<file path="config.mk">
export PLATFORM = sky130hd
export DESIGN_NAME = packet_header_field_parser
export DESIGN_NICKNAME = d
export VERILOG_FILES = /design/src/rtl/phfp_pkg.sv /design/src/rtl/phfp_capture.sv /design/src/rtl/phfp_summary.sv /design/src/rtl/packet_header_field_parser.sv
export SDC_FILE = /design/constraint.sdc
export NUM_CORES = 1
export LEC_CHECK = 0
export BUFFER_PORTS_ARGS = -buffer_cell sky130_fd_sc_hd__buf_4
export CORE_MARGIN = 1
export CORE_UTILIZATION = 45
export CTS_BUF_LIST = sky130_fd_sc_hd__clkbuf_16
export DETAILED_ROUTE_END_ITERATION = 10
export SYNTH_ARGS = -nofsm -noshare
export SYNTH_HDL_FRONTEND = slang
export SYNTH_SLANG_ARGS = --single-unit
</file>
<file path="constraint.sdc">
create_clock -name clk -period 10.33 [get_ports clk]
set_clock_uncertainty 0.05 [all_clocks]
set_input_delay 1.033 -clock clk [delete_from_list [all_inputs] [get_ports clk]]
set_output_delay 1.033 -clock clk [all_outputs]
set_load 0.01 [all_outputs]
</file>
<file path="src/rtl/phfp_pkg.sv">
package phfp_pkg;

    localparam int SNAP_LENGTH = 16384;
    localparam int POS_W       = $clog2(SNAP_LENGTH + 1);

    localparam int CFG_IDX_W = 1;
    localparam logic [CFG_IDX_W-1:0] CFG_LINK_IS_ETH = 1'd0;
    localparam logic [CFG_IDX_W-1:0] CFG_GUESS_EN    = 1'd1;

    localparam int ETH_HDR_LEN = 14;
    localparam int V4_MIN_LEN  = 20;
    localparam int V6_HDR_LEN  = 40;
    localparam int TCP_MIN_LEN = 20;
    localparam int UDP_HDR_LEN = 8;

    localparam logic [15:0] ETYPE_IPV4  = 16'h0800;
    localparam logic [15:0] ETYPE_IPV6  = 16'h86DD;
    localparam logic [7:0]  IPV4_SNIFF  = 8'h45;
    localparam logic [3:0]  IPV6_NIBBLE = 4'h6;

    localparam logic [7:0] PROTO_TCP = 8'd6;
    localparam logic [7:0] PROTO_UDP = 8'd17;

    localparam logic [7:0] OPT_NOP     = 8'd1;
    localparam logic [7:0] OPT_MSS     = 8'd2;
    localparam logic [7:0] OPT_MSS_LEN = 8'd4;

    localparam logic [1:0] L3_NONE = 2'd0;
    localparam logic [1:0] L3_IPV4 = 2'd1;
    localparam logic [1:0] L3_IPV6 = 2'd2;
    localparam logic [1:0] L4_NONE = 2'd0;
    localparam logic [1:0] L4_TCP  = 2'd1;
    localparam logic [1:0] L4_UDP  = 2'd2;

    localparam int ST_TRUNC    = 0;
    localparam int ST_EMPTY    = 1;
    localparam int ST_MSS_SEEN = 2;
    localparam int ST_SERVER   = 3;

    // Header fields gathered while a packet streams in
    typedef struct packed {
        logic [POS_W-1:0] cap;
        logic [15:0]      et_raw;
        logic [7:0]       ipb0;
        logic [15:0]      v4_len;
        logic [15:0]      v6_plen;
        logic [7:0]       v6_nh;
        logic [7:0]       v6_hop;
        logic [7:0]       v4_ttl;
        logic [7:0]       v4_proto;
        logic [15:0]      sport;
        logic [15:0]      dport;
        logic [15:0]      ulen;
        logic [7:0]       tcp_off;
        logic [7:0]       flags;
        logic [15:0]      mss;
        logic             mss_seen;
    } hdr_snap_t;

    typedef struct packed {
        logic [15:0] ethertype;
        logic [1:0]  l3_kind;
        logic [15:0] ip_length;
        logic [7:0]  ip_proto;
        logic [7:0]  hop_limit;
        logic [1:0]  l4_kind;
        logic [15:0] src_port;
        logic [15:0] dst_port;
        logic [7:0]  tcp_flags;
        logic [15:0] tcp_mss;
        logic [15:0] content_length;
        logic [3:0]  status_bits;
    } result_t;

endpackage

</file>
<file path="src/rtl/phfp_capture.sv">
module phfp_capture (
    input  logic                 clk,
    input  logic                 rst_n,
    input  logic                 in_valid,
    output logic                 in_ready,
    input  logic [7:0]           data_byte,
    input  logic                 last_byte,
    input  logic                 link_eth,
    output phfp_pkg::hdr_snap_t  snap,
    output logic                 snap_valid,
    input  logic                 snap_ready
);

    localparam int PW = phfp_pkg::POS_W;

    localparam logic [2:0] W_IDLE = 3'd0;
    localparam logic [2:0] W_KIND = 3'd1;
    localparam logic [2:0] W_LEN  = 3'd2;
    localparam logic [2:0] W_MSS1 = 3'd3;
    localparam logic [2:0] W_MSS2 = 3'd4;

    phfp_pkg::hdr_snap_t work_reg, work_next, upd;
    phfp_pkg::hdr_snap_t snap_reg;
    logic                snap_valid_reg, snap_valid_next;
    logic [6:0]          base_reg, base_next;
    logic [2:0]          w_phase_reg, w_phase_next, w_phase_upd;
    logic [7:0]          w_pos_reg, w_pos_next;
    logic [5:0]          w_left_reg, w_left_next;
    logic                w_kind2_reg, w_kind2_next;
    logic [7:0]          mss_hi_reg, mss_hi_next;

    logic          acc, take, at_link, base_ok, in_tcp, start, kind_ev;
    logic [PW-1:0] link_pos, ipoff, toff;
    logic [6:0]    base_now;
    logic [5:0]    tb, thl, lcur, newl;
    logic [7:0]    pos8;

    assign in_ready   = !snap_valid_reg || snap_ready;
    assign acc        = in_valid && in_ready;
    assign take       = acc && (work_reg.cap < PW'(phfp_pkg::SNAP_LENGTH));
    assign snap       = snap_reg;
    assign snap_valid = snap_valid_reg;

    always_comb
    begin
        link_pos = link_eth ? PW'(phfp_pkg::ETH_HDR_LEN) : '0;
        at_link  = work_reg.cap == link_pos;
        base_ok  = work_reg.cap >= link_pos;
        ipoff    = work_reg.cap - link_pos;
        if ((data_byte[7:4] == phfp_pkg::IPV6_NIBBLE) ||
            (link_eth && (work_reg.et_raw == phfp_pkg::ETYPE_IPV6)))
        begin
            tb = 6'(phfp_pkg::V6_HDR_LEN);
        end
        else
        begin
            tb = {data_byte[3:0], 2'b00};
        end
        base_now = at_link ? (7'(link_pos) + {1'b0, tb}) : base_reg;
        in_tcp   = base_ok && (work_reg.cap >= PW'(base_now));
        toff     = work_reg.cap - PW'(base_now);
        thl      = {work_reg.tcp_off[7:4], 2'b00};
        pos8     = work_reg.cap[7:0];
        start    = in_tcp && (toff == PW'(phfp_pkg::TCP_MIN_LEN))
                   && (thl > 6'(phfp_pkg::TCP_MIN_LEN));
        kind_ev  = start || ((w_phase_reg == W_KIND) && (work_reg.cap == PW'(w_pos_reg)));
        lcur     = start ? (thl - 6'(phfp_pkg::TCP_MIN_LEN)) : w_left_reg;
        newl     = w_left_reg - data_byte[5:0];

        upd          = work_reg;
        base_next    = base_reg;
        w_phase_upd  = w_phase_reg;
        w_pos_next   = w_pos_reg;
        w_left_next  = w_left_reg;
        w_kind2_next = w_kind2_reg;
        mss_hi_next  = mss_hi_reg;

        if (take)
        begin
            upd.cap = work_reg.cap + PW'(1);
            if (work_reg.cap == PW'(12))
            begin
                upd.et_raw[15:8] = data_byte;
            end
            if (work_reg.cap == PW'(13))
            begin
                upd.et_raw[7:0] = data_byte;
            end
            if (at_link)
            begin
                base_next = base_now;
            end
            if (base_ok)
            begin
                case (ipoff)
                    PW'(0): upd.ipb0          = data_byte;
                    PW'(2): upd.v4_len[15:8]  = data_byte;
                    PW'(3): upd.v4_len[7:0]   = data_byte;
                    PW'(4): upd.v6_plen[15:8] = data_byte;
                    PW'(5): upd.v6_plen[7:0]  = data_byte;
                    PW'(6): upd.v6_nh         = data_byte;
                    PW'(7): upd.v6_hop        = data_byte;
                    PW'(8): upd.v4_ttl        = data_byte;
                    PW'(9): upd.v4_proto      = data_byte;
                    default: ;
                endcase
            end
            if (in_tcp)
            begin
                case (toff)
                    PW'(0):  upd.sport[15:8] = data_byte;
                    PW'(1):  upd.sport[7:0]  = data_byte;
                    PW'(2):  upd.dport[15:8] = data_byte;
                    PW'(3):  upd.dport[7:0]  = data_byte;
                    PW'(4):  upd.ulen[15:8]  = data_byte;
                    PW'(5):  upd.ulen[7:0]   = data_byte;
                    PW'(12): upd.tcp_off     = data_byte;
                    PW'(13): upd.flags       = data_byte;
                    default: ;
                endcase
            end

            // Option walk: follow option starts as their bytes go by
            if (kind_ev)
            begin
                case (data_byte)
                    phfp_pkg::OPT_NOP:
                    begin
                        if (lcur == 6'd1)
                        begin
                            w_phase_upd = W_IDLE;
                        end
                        else
                        begin
                            w_phase_upd = W_KIND;
                            w_left_next = lcur - 6'd1;
                            w_pos_next  = pos8 + 8'd1;
                        end
                    end
                    phfp_pkg::OPT_MSS:
                    begin
                        w_kind2_next = 1'b1;
                        w_left_next  = lcur;
                        w_phase_upd  = ({2'b00, lcur} >= phfp_pkg::OPT_MSS_LEN) ? W_LEN : W_IDLE;
                    end
                    default:
                    begin
                        w_kind2_next = 1'b0;
                        w_left_next  = lcur;
                        w_phase_upd  = (lcur >= 6'd2) ? W_LEN : W_IDLE;
                    end
                endcase
            end
            else if (w_phase_reg == W_LEN)
            begin
                if ((data_byte == 8'd0) || (data_byte > {2'b00, w_left_reg}))
                begin
                    w_phase_upd = W_IDLE;
                end
                else if (w_kind2_reg && (data_byte == phfp_pkg::OPT_MSS_LEN))
                begin
                    w_phase_upd = W_MSS1;
                    w_left_next = w_left_reg - 6'(phfp_pkg::OPT_MSS_LEN);
                end
                else if (newl == 6'd0)
                begin
                    w_phase_upd = W_IDLE;
                end
                else if (data_byte == 8'd1)
                begin
                    // length of one: this byte is also the next option, a no-op
                    if (newl == 6'd1)
                    begin
                        w_phase_upd = W_IDLE;
                    end
                    else
                    begin
                        w_phase_upd = W_KIND;
                        w_left_next = newl - 6'd1;
                        w_pos_next  = pos8 + 8'd1;
                    end
                end
                else
                begin
                    w_phase_upd = W_KIND;
                    w_left_next = newl;
                    w_pos_next  = pos8 + data_byte - 8'd1;
                end
            end
            else if (w_phase_reg == W_MSS1)
            begin
                mss_hi_next = data_byte;
                w_phase_upd = W_MSS2;
            end
            else if (w_phase_reg == W_MSS2)
            begin
                upd.mss      = {mss_hi_reg, data_byte};
                upd.mss_seen = 1'b1;
                if (w_left_reg == 6'd0)
                begin
                    w_phase_upd = W_IDLE;
                end
                else
                begin
                    w_phase_upd = W_KIND;
                    w_pos_next  = pos8 + 8'd1;
                end
            end
        end

        // Start the next packet fresh after the marked byte
        work_next    = upd;
        w_phase_next = w_phase_upd;
        if (acc && last_byte)
        begin
            work_next.cap      = '0;
            work_next.mss_seen = 1'b0;
            w_phase_next       = W_IDLE;
        end

        snap_valid_next = snap_valid_reg;
        if (snap_ready)
        begin
            snap_valid_next = 1'b0;
        end
        if (acc && last_byte)
        begin
            snap_valid_next = 1'b1;
        end
    end

    always_ff @(posedge clk or negedge rst_n)
    begin
        if (!rst_n)
        begin
            work_reg       <= '0;
            snap_valid_reg <= 1'b0;
            w_phase_reg    <= W_IDLE;
        end
        else
        begin
            work_reg       <= work_next;
            snap_valid_reg <= snap_valid_next;
            w_phase_reg    <= w_phase_next;
        end
    end

    always_ff @(posedge clk)
    begin
        base_reg    <= base_next;
        w_pos_reg   <= w_pos_next;
        w_left_reg  <= w_left_next;
        w_kind2_reg <= w_kind2_next;
        mss_hi_reg  <= mss_hi_next;
        if (acc && last_byte)
        begin
            snap_reg <= upd;
        end
    end

endmodule

</file>
<file path="src/rtl/phfp_summary.sv">
module phfp_summary (
    input  logic                clk,
    input  logic                rst_n,
    input  phfp_pkg::hdr_snap_t snap,
    input  logic                snap_valid,
    output logic                snap_ready,
    input  logic                link_eth,
    input  logic                guess_en,
    output phfp_pkg::result_t   res,
    output logic                res_valid,
    input  logic                res_ready
);

    localparam int PW = phfp_pkg::POS_W;

    phfp_pkg::result_t res_reg, r;
    logic              res_valid_reg;

    logic [PW-1:0] link_len, llen;
    logic [15:0]   et, l16, avail6, ihl16, rem, true_len, thl16;
    logic          reach, v4path, is_v6, v6ok, v4ok, stop4, trunc4, trunc6, go;
    logic          tcp_ok, udp_ok, opt_ok;
    logic [7:0]    proto;

    assign snap_ready = !res_valid_reg || res_ready;
    assign res        = res_reg;
    assign res_valid  = res_valid_reg;

    always_comb
    begin
        r        = '0;
        link_len = link_eth ? PW'(phfp_pkg::ETH_HDR_LEN) : '0;
        llen     = snap.cap - link_len;
        l16      = 16'(llen);
        et       = 16'd0;
        if (link_eth)
        begin
            if (snap.cap > PW'(phfp_pkg::ETH_HDR_LEN))
            begin
                et = snap.et_raw;
            end
        end
        else if (snap.cap >= PW'(phfp_pkg::V4_MIN_LEN))
        begin
            if (snap.ipb0 == phfp_pkg::IPV4_SNIFF)
            begin
                et = phfp_pkg::ETYPE_IPV4;
            end
            else if (snap.ipb0[7:4] == phfp_pkg::IPV6_NIBBLE)
            begin
                et = phfp_pkg::ETYPE_IPV6;
            end
        end
        r.ethertype = et;

        reach  = snap.cap > link_len;
        v4path = et == phfp_pkg::ETYPE_IPV4;
        is_v6  = (et == phfp_pkg::ETYPE_IPV6)
                 || (v4path && (snap.ipb0[7:4] == phfp_pkg::IPV6_NIBBLE));
        v6ok   = reach && is_v6 && (l16 >= 16'(phfp_pkg::V6_HDR_LEN));
        v4ok   = reach && v4path && !is_v6 && (l16 >= 16'(phfp_pkg::V4_MIN_LEN));

        avail6 = l16 - 16'(phfp_pkg::V6_HDR_LEN);
        trunc6 = avail6 < snap.v6_plen;
        ihl16  = {10'd0, snap.ipb0[3:0], 2'b00};
        stop4  = (ihl16 > snap.v4_len) || (l16 < ihl16);
        trunc4 = l16 < snap.v4_len;

        if (v6ok)
        begin
            r.l3_kind   = phfp_pkg::L3_IPV6;
            r.ip_length = snap.v6_plen + 16'(phfp_pkg::V6_HDR_LEN);
            proto       = snap.v6_nh;
            r.hop_limit = snap.v6_hop;
            r.status_bits[phfp_pkg::ST_TRUNC] = trunc6;
            rem         = trunc6 ? avail6 : snap.v6_plen;
            true_len    = snap.v6_plen;
            go          = rem != 16'd0;
        end
        else
        begin
            r.l3_kind   = v4ok ? phfp_pkg::L3_IPV4 : phfp_pkg::L3_NONE;
            r.ip_length = v4ok ? snap.v4_len : 16'd0;
            proto       = v4ok ? snap.v4_proto : 8'd0;
            r.hop_limit = v4ok ? snap.v4_ttl : 8'd0;
            r.status_bits[phfp_pkg::ST_TRUNC] = v4ok && !stop4 && trunc4;
            true_len    = snap.v4_len - ihl16;
            rem         = trunc4 ? (l16 - ihl16) : true_len;
            go          = v4ok && !stop4 && (rem != 16'd0);
        end
        r.ip_proto = proto;

        tcp_ok = go && (proto == phfp_pkg::PROTO_TCP) && (rem >= 16'(phfp_pkg::TCP_MIN_LEN));
        udp_ok = go && (proto == phfp_pkg::PROTO_UDP) && (rem >= 16'(phfp_pkg::UDP_HDR_LEN));
        thl16  = {10'd0, snap.tcp_off[7:4], 2'b00};
        opt_ok = (thl16 >= 16'(phfp_pkg::TCP_MIN_LEN)) && (thl16 <= rem);

        if (tcp_ok || udp_ok)
        begin
            r.l4_kind  = tcp_ok ? phfp_pkg::L4_TCP : phfp_pkg::L4_UDP;
            r.src_port = snap.sport;
            r.dst_port = snap.dport;
            r.status_bits[phfp_pkg::ST_SERVER] = guess_en && (snap.sport <= snap.dport);
        end
        if (tcp_ok)
        begin
            r.tcp_flags = snap.flags;
            if (opt_ok)
            begin
                r.tcp_mss        = snap.mss_seen ? snap.mss : 16'd0;
                r.status_bits[phfp_pkg::ST_MSS_SEEN] = snap.mss_seen;
                r.content_length = (rem < true_len) ? (true_len - thl16) : (rem - thl16);
                r.status_bits[phfp_pkg::ST_EMPTY] = rem == thl16;
            end
        end
        if (udp_ok && (snap.ulen >= 16'(phfp_pkg::UDP_HDR_LEN)))
        begin
            r.content_length = snap.ulen - 16'(phfp_pkg::UDP_HDR_LEN);
            r.status_bits[phfp_pkg::ST_EMPTY] = snap.ulen == 16'(phfp_pkg::UDP_HDR_LEN);
        end
    end

    always_ff @(posedge clk or negedge rst_n)
    begin
        if (!rst_n)
        begin
            res_valid_reg <= 1'b0;
        end
        else if (snap_ready)
        begin
            res_valid_reg <= snap_valid;
        end
    end

    always_ff @(posedge clk)
    begin
        if (snap_valid && snap_ready)
        begin
            res_reg <= r;
        end
    end

endmodule

</file>
<file path="src/rtl/packet_header_field_parser.sv">
// Channel   Handshake             Payload
// in        in_valid / in_ready   data_byte, last_byte
// out       out_valid / out_ready ethertype .. status_bits (one word per packet)
// cfg       cfg_valid / cfg_ready cfg_index, cfg_data
//
// One byte is taken per cycle; header fields and the TCP option walk update as bytes pass.
// A packet summary is latched into the snapshot register with its marked byte, then passes
// through the summary logic into the output register.
// in_ready drops only while a finished packet waits behind a stalled output word.
// Reset: link_is_ethernet = 1, guess_server_enable = 0, byte count zero.
module packet_header_field_parser (
    input  logic                            clk,
    input  logic                            rst_n,
    input  logic                            in_valid,
    output logic                            in_ready,
    input  logic [7:0]                      data_byte,
    input  logic                            last_byte,
    output logic                            out_valid,
    input  logic                            out_ready,
    output logic [15:0]                     ethertype,
    output logic [1:0]                      l3_kind,
    output logic [15:0]                     ip_length,
    output logic [7:0]                      ip_proto,
    output logic [7:0]                      hop_limit,
    output logic [1:0]                      l4_kind,
    output logic [15:0]                     src_port,
    output logic [15:0]                     dst_port,
    output logic [7:0]                      tcp_flags,
    output logic [15:0]                     tcp_mss,
    output logic [15:0]                     content_length,
    output logic [3:0]                      status_bits,
    input  logic                            cfg_valid,
    output logic                            cfg_ready,
    input  logic [phfp_pkg::CFG_IDX_W-1:0]  cfg_index,
    input  logic                            cfg_data
);

    logic                link_eth_reg, guess_en_reg;
    phfp_pkg::hdr_snap_t snap;
    logic                snap_valid, snap_ready;
    phfp_pkg::result_t   res;

    assign cfg_ready = 1'b1;

    always_ff @(posedge clk or negedge rst_n)
    begin
        if (!rst_n)
        begin
            link_eth_reg <= 1'b1;
            guess_en_reg <= 1'b0;
        end
        else if (cfg_valid)
        begin
            case (cfg_index)
                phfp_pkg::CFG_LINK_IS_ETH: link_eth_reg <= cfg_data;
                phfp_pkg::CFG_GUESS_EN:    guess_en_reg <= cfg_data;
                default: ;
            endcase
        end
    end

    phfp_capture u_capture (
        .clk        (clk),
        .rst_n      (rst_n),
        .in_valid   (in_valid),
        .in_ready   (in_ready),
        .data_byte  (data_byte),
        .last_byte  (last_byte),
        .link_eth   (link_eth_reg),
        .snap       (snap),
        .snap_valid (snap_valid),
        .snap_ready (snap_ready)
    );

    phfp_summary u_summary (
        .clk        (clk),
        .rst_n      (rst_n),
        .snap       (snap),
        .snap_valid (snap_valid),
        .snap_ready (snap_ready),
        .link_eth   (link_eth_reg),
        .guess_en   (guess_en_reg),
        .res        (res),
        .res_valid  (out_valid),
        .res_ready  (out_ready)
    );

    assign ethertype      = res.ethertype;
    assign l3_kind        = res.l3_kind;
    assign ip_length      = res.ip_length;
    assign ip_proto       = res.ip_proto;
    assign hop_limit      = res.hop_limit;
    assign l4_kind        = res.l4_kind;
    assign src_port       = res.src_port;
    assign dst_port       = res.dst_port;
    assign tcp_flags      = res.tcp_flags;
    assign tcp_mss        = res.tcp_mss;
    assign content_length = res.content_length;
    assign status_bits    = res.status_bits;

endmodule

</file>
==> impl_summary.md <==
Worst setup path
STA classifies the critical path startpoint as a flip-flop. The worst register-to-register path begins at link_eth_reg$_DFFE_PN1P_. The maximum cell stage delay along the critical path is 0.67 ns. The data arrival time of the critical path is 9.14 ns. The largest individual stage delay along the critical path comes from the cell sky130_fd_sc_hd__dfstp_2. The slack of the worst reg-to-reg path is 1.49 ns. The worst setup path is of the reg2reg kind. The largest fanout of any net on the critical path is 26. STA classifies the critical path endpoint as a flip-flop. The worst register-to-register path has a depth of 30.

For the worst setup path, the data required time is 10.63 ns. The capturing point of the worst reg2reg path is u_summary.res[19]$_DFFE_PP_.

Global routing
The pin count of the biggest net entering global routing is 84. The via count of the first global-routing pass is 19199. The total overflow left after global routing is 0. The first global-routing pass estimated 125200 µm of wire. The overall track demand over capacity in global routing is 0.2703. The initial antenna violation count was 2.

STA
The upper clock frequency limit is 113.2 MHz. The final setup violation count is 0. The total count of max-transition violations in the final report came to 0. The time the worst path needs with I/O delays and setup is 8.837 ns. The number of hold violations in the final report is 0.

The actual slew at the worst max-slew pin is 1.153 ns. The final worst slack is 1.493 ns. Setup repair after global routing left no endpoint under its margin. The setup TNS is 0 ns. The tightest slew margin relative to the limit is 0.2270. Across all hold checks on the routed design, the worst slack comes to 0.3451 ns. Dividing the final minimum period by the clock period gives 0.8555.

Drt
For this block, the via count after detailed routing is 19343. The wire length per cell is 25.30 µm. For this run, design rule violations remaining after detail routing come to 0.

The count of nets left with antenna violations once routing finished came out at 0. In this run, the number of DRC markers left after iteration 0 of detailed routing was 1752. The routed design has 83560 µm of wire. The first detailed-routing pass ran for 5 iterations. Using the TritonRoute via totals, the vias-per-cell ratio works out to 5.856.

Clock tree
The number of levels the H-tree was split into is 2. Buffers added to address setup during post-CTS repair amount to 0. The number of buffers inserted for hold repair after clock tree synthesis is 0.

The TritonCTS clock tree is done. The number of clock buffers added by TritonCTS is 56. At the later pin of the worst-skew pair, clock insertion delay measures 0.64 ns. In this run, post-CTS repair resized a total of 0 instances. The tree built by TritonCTS fans out to 525 sinks. The maximum clock path buffer count is 3.

The root buffer cell chosen for the clock tree is sky130_fd_sc_hd__clkbuf_16. Clock-pin slew was measured on the worst setup and hold paths at 0.07 ns.

Yosys
The netlist area before placement is 27320 µm². The synthesized netlist contains 98 unique library cells. By count the netlist is led by 338 x sky130_fd_sc_hd__edfxtp_1, 186 x sky130_fd_sc_hd__dfrtp_1, 168 x sky130_fd_sc_hd__inv_1. The number of flops mapped to enable cells by yosys is 338. The most used flip-flop cell after synthesis is sky130_fd_sc_hd__edfxtp_1. The synthesized instance count is 2357. Of all flip-flops after synthesis, the portion carrying an async set or reset was 0.3562. The net count after synthesis is 2515. Yosys printed 0 warnings. Dividing the synthesized area by the synthesized cell count gives 11.59 µm². Of the synthesized area, sequential elements account for 0.5428.

The top cell type's share of synthesized area is 0.3715. The most repeated cell in the gate-level netlist after synthesis is sky130_fd_sc_hd__edfxtp_1. After synthesis, the cell types taking the most area are sky130_fd_sc_hd__edfxtp_1 37%, sky130_fd_sc_hd__dfrtp_1 17%, sky130_fd_sc_hd__ha_1 6.0%, sky130_fd_sc_hd__mux2_2 5.9%, sky130_fd_sc_hd__xnor2_1 2.9%. The biggest area contributor in the post-synthesis netlist is sky130_fd_sc_hd__edfxtp_1.

Synthesis inferred 525 register bits.

Layout
The sequential cell area is 14830 µm². The area added between synthesis and finish is 14.46%. The summed area of non-filler cells in the final layout is 31270 µm². The finished layout holds 3303 standard cells, fillers aside. The number of flip-flops under the largest register name is 180.

The count of nets after finishing is 2639. The area occupied by multi-input gates is 11460 µm². Of the cells placed in the final design, the portion with a size suffix greater than 1 is 0.1775.

The fraction of the core area covered by cells at the end of the flow is 0.5259. After filler insertion, the fill cell instance count of the layout stands at 5204.

Place
Including well taps, the total number of placed cells is 3196. OpenSTA, run right after detailed placement, puts the worst setup slack at 1.536 ns. The count of port buffers added during placement is 145. The routability congestion estimate is 1.009. Summing all placed instances gives a cell area of 29180 µm².

Summed over all nets, the half-perimeter wirelength after detailed placement is 60270 µm.

Power
For this design the static power due to leakage is 13.07 nW. The worst ir drop on vdd is 0.1353 mV. For this design the ratio of total power to cell area is 188.2 nW/µm². The total power consumption of the routed design is 5.885 mW.

Floorplan
147 I/O pins were placed. The vertical die dimension is 248.4 µm. The core footprint is 59460 µm². The number of placement rows is 89.

The total die area is 61710 µm². The initial standard-cell utilization of the core is 0.4595. The die is 248.4 µm wide.

Hold path
The tightest min-delay check is of the in2async type.

Flow run
The max-capacitance violation count is 0.

Status
The run finished with clean final reports.
==> routing by layer <==
metal / wire (µm) / global-route usage / share of wire
met2: 37500 / 0.4148 / 0.45
met5: 0 / 0 / 0
met4: 2978 / 0.09885 / 0.036
met1: 38390 / 0.3883 / 0.46
met3: 4693 / 0.04103 / 0.056
==> layout by cell type, fill, tap and decap left out, drive strengths merged, types with 15 or more instances in the layout <==
master / n
nand4: 34
buf: 167
nor3: 70
nand3: 64
clkinv: 25
o21ai: 123
mux2: 143
inv: 177
edfxtp: 338
a21oi: 98
dfrtp: 186
clkbuf: 58
nor2: 122
xnor2: 92
nand2: 156
and2: 64
mux2i: 18
o21a: 19
a22o: 19
nor4: 42
xor2: 43
a21o: 41
o31ai: 15
ha: 132
a211oi: 19
==> cells by family (layout without fill, tap and decap cells) <==
family,after synthesis,count (layout),synth area share
AO/OA/AOI/OAI,455,455,0.1127
XOR/XNOR,135,135,0.04328
adder cells (fa/ha/maj),143,143,0.06814
buffers and inverters,275,447,0.03938
flip-flops,525,525,0.5428
multiplexers,161,161,0.06553
other,1,2,0.0001372
AND/OR/NAND/NOR,662,662,0.1280
==> layout make-up <==
type,instances,share of cell area
antenna,1,0.00008002
timing repair buffer,168,0.04053
clock inverter,49,0.02121
multi-input combinational,1557,0.3665
clock buffer,57,0.04561
sequential,525,0.4742
inverter,173,0.02093
tap,773,0.03093
==> how the worst max path moves through the flow <==
stage | startpoint | to | slack, ns | cells after the start
6_report | link_eth_reg$_DFFE_PN1P_ | u_summary.res[19]$_DFFE_PP_ | 1.49 | 30
5_1_grt | link_eth_reg$_DFFE_PN1P_ | u_summary.res[19]$_DFFE_PP_ | 0.68 | 31
4_1_cts | link_eth_reg$_DFFE_PN1P_ | u_summary.res[19]$_DFFE_PP_ | 1.56 | 27
3_5_place_dp | link_eth_reg$_DFFE_PN1P_ | u_summary.res[19]$_DFFE_PP_ | 1.54 | 27
3_3_place_gp | link_eth_reg$_DFFE_PN1P_ | u_summary.res[19]$_DFFE_PP_ | 1.69 | 27
2_1_floorplan | link_eth_reg$_DFFE_PN1P_ | u_summary.res[19]$_DFFE_PP_ | 2.70 | 31
==> where the power goes <==
part | total, mW | leakage (nW) | switching [mW] | internal (mW)
Combinational | 1.16 | 6.23 | 0.751 | 0.410
Sequential | 2.48 | 5.82 | 0.0895 | 2.39
Clock | 2.24 | 1.02 | 0.879 | 1.36
Total | 5.88 | 13.1 | 1.72 | 4.16
==> critical path: cells and delay by family (launching register included) <==
kind,cells,cell delay [ns]
adder cells (fa/ha/maj),4,1.29
buffers and inverters,5,1.00
AND/OR/NAND/NOR,7,1.89
XOR/XNOR,2,0.87
AO/OA/AOI/OAI,12,2.77
flip-flops,1,0.67
Power figures use the tool's default switching activity.
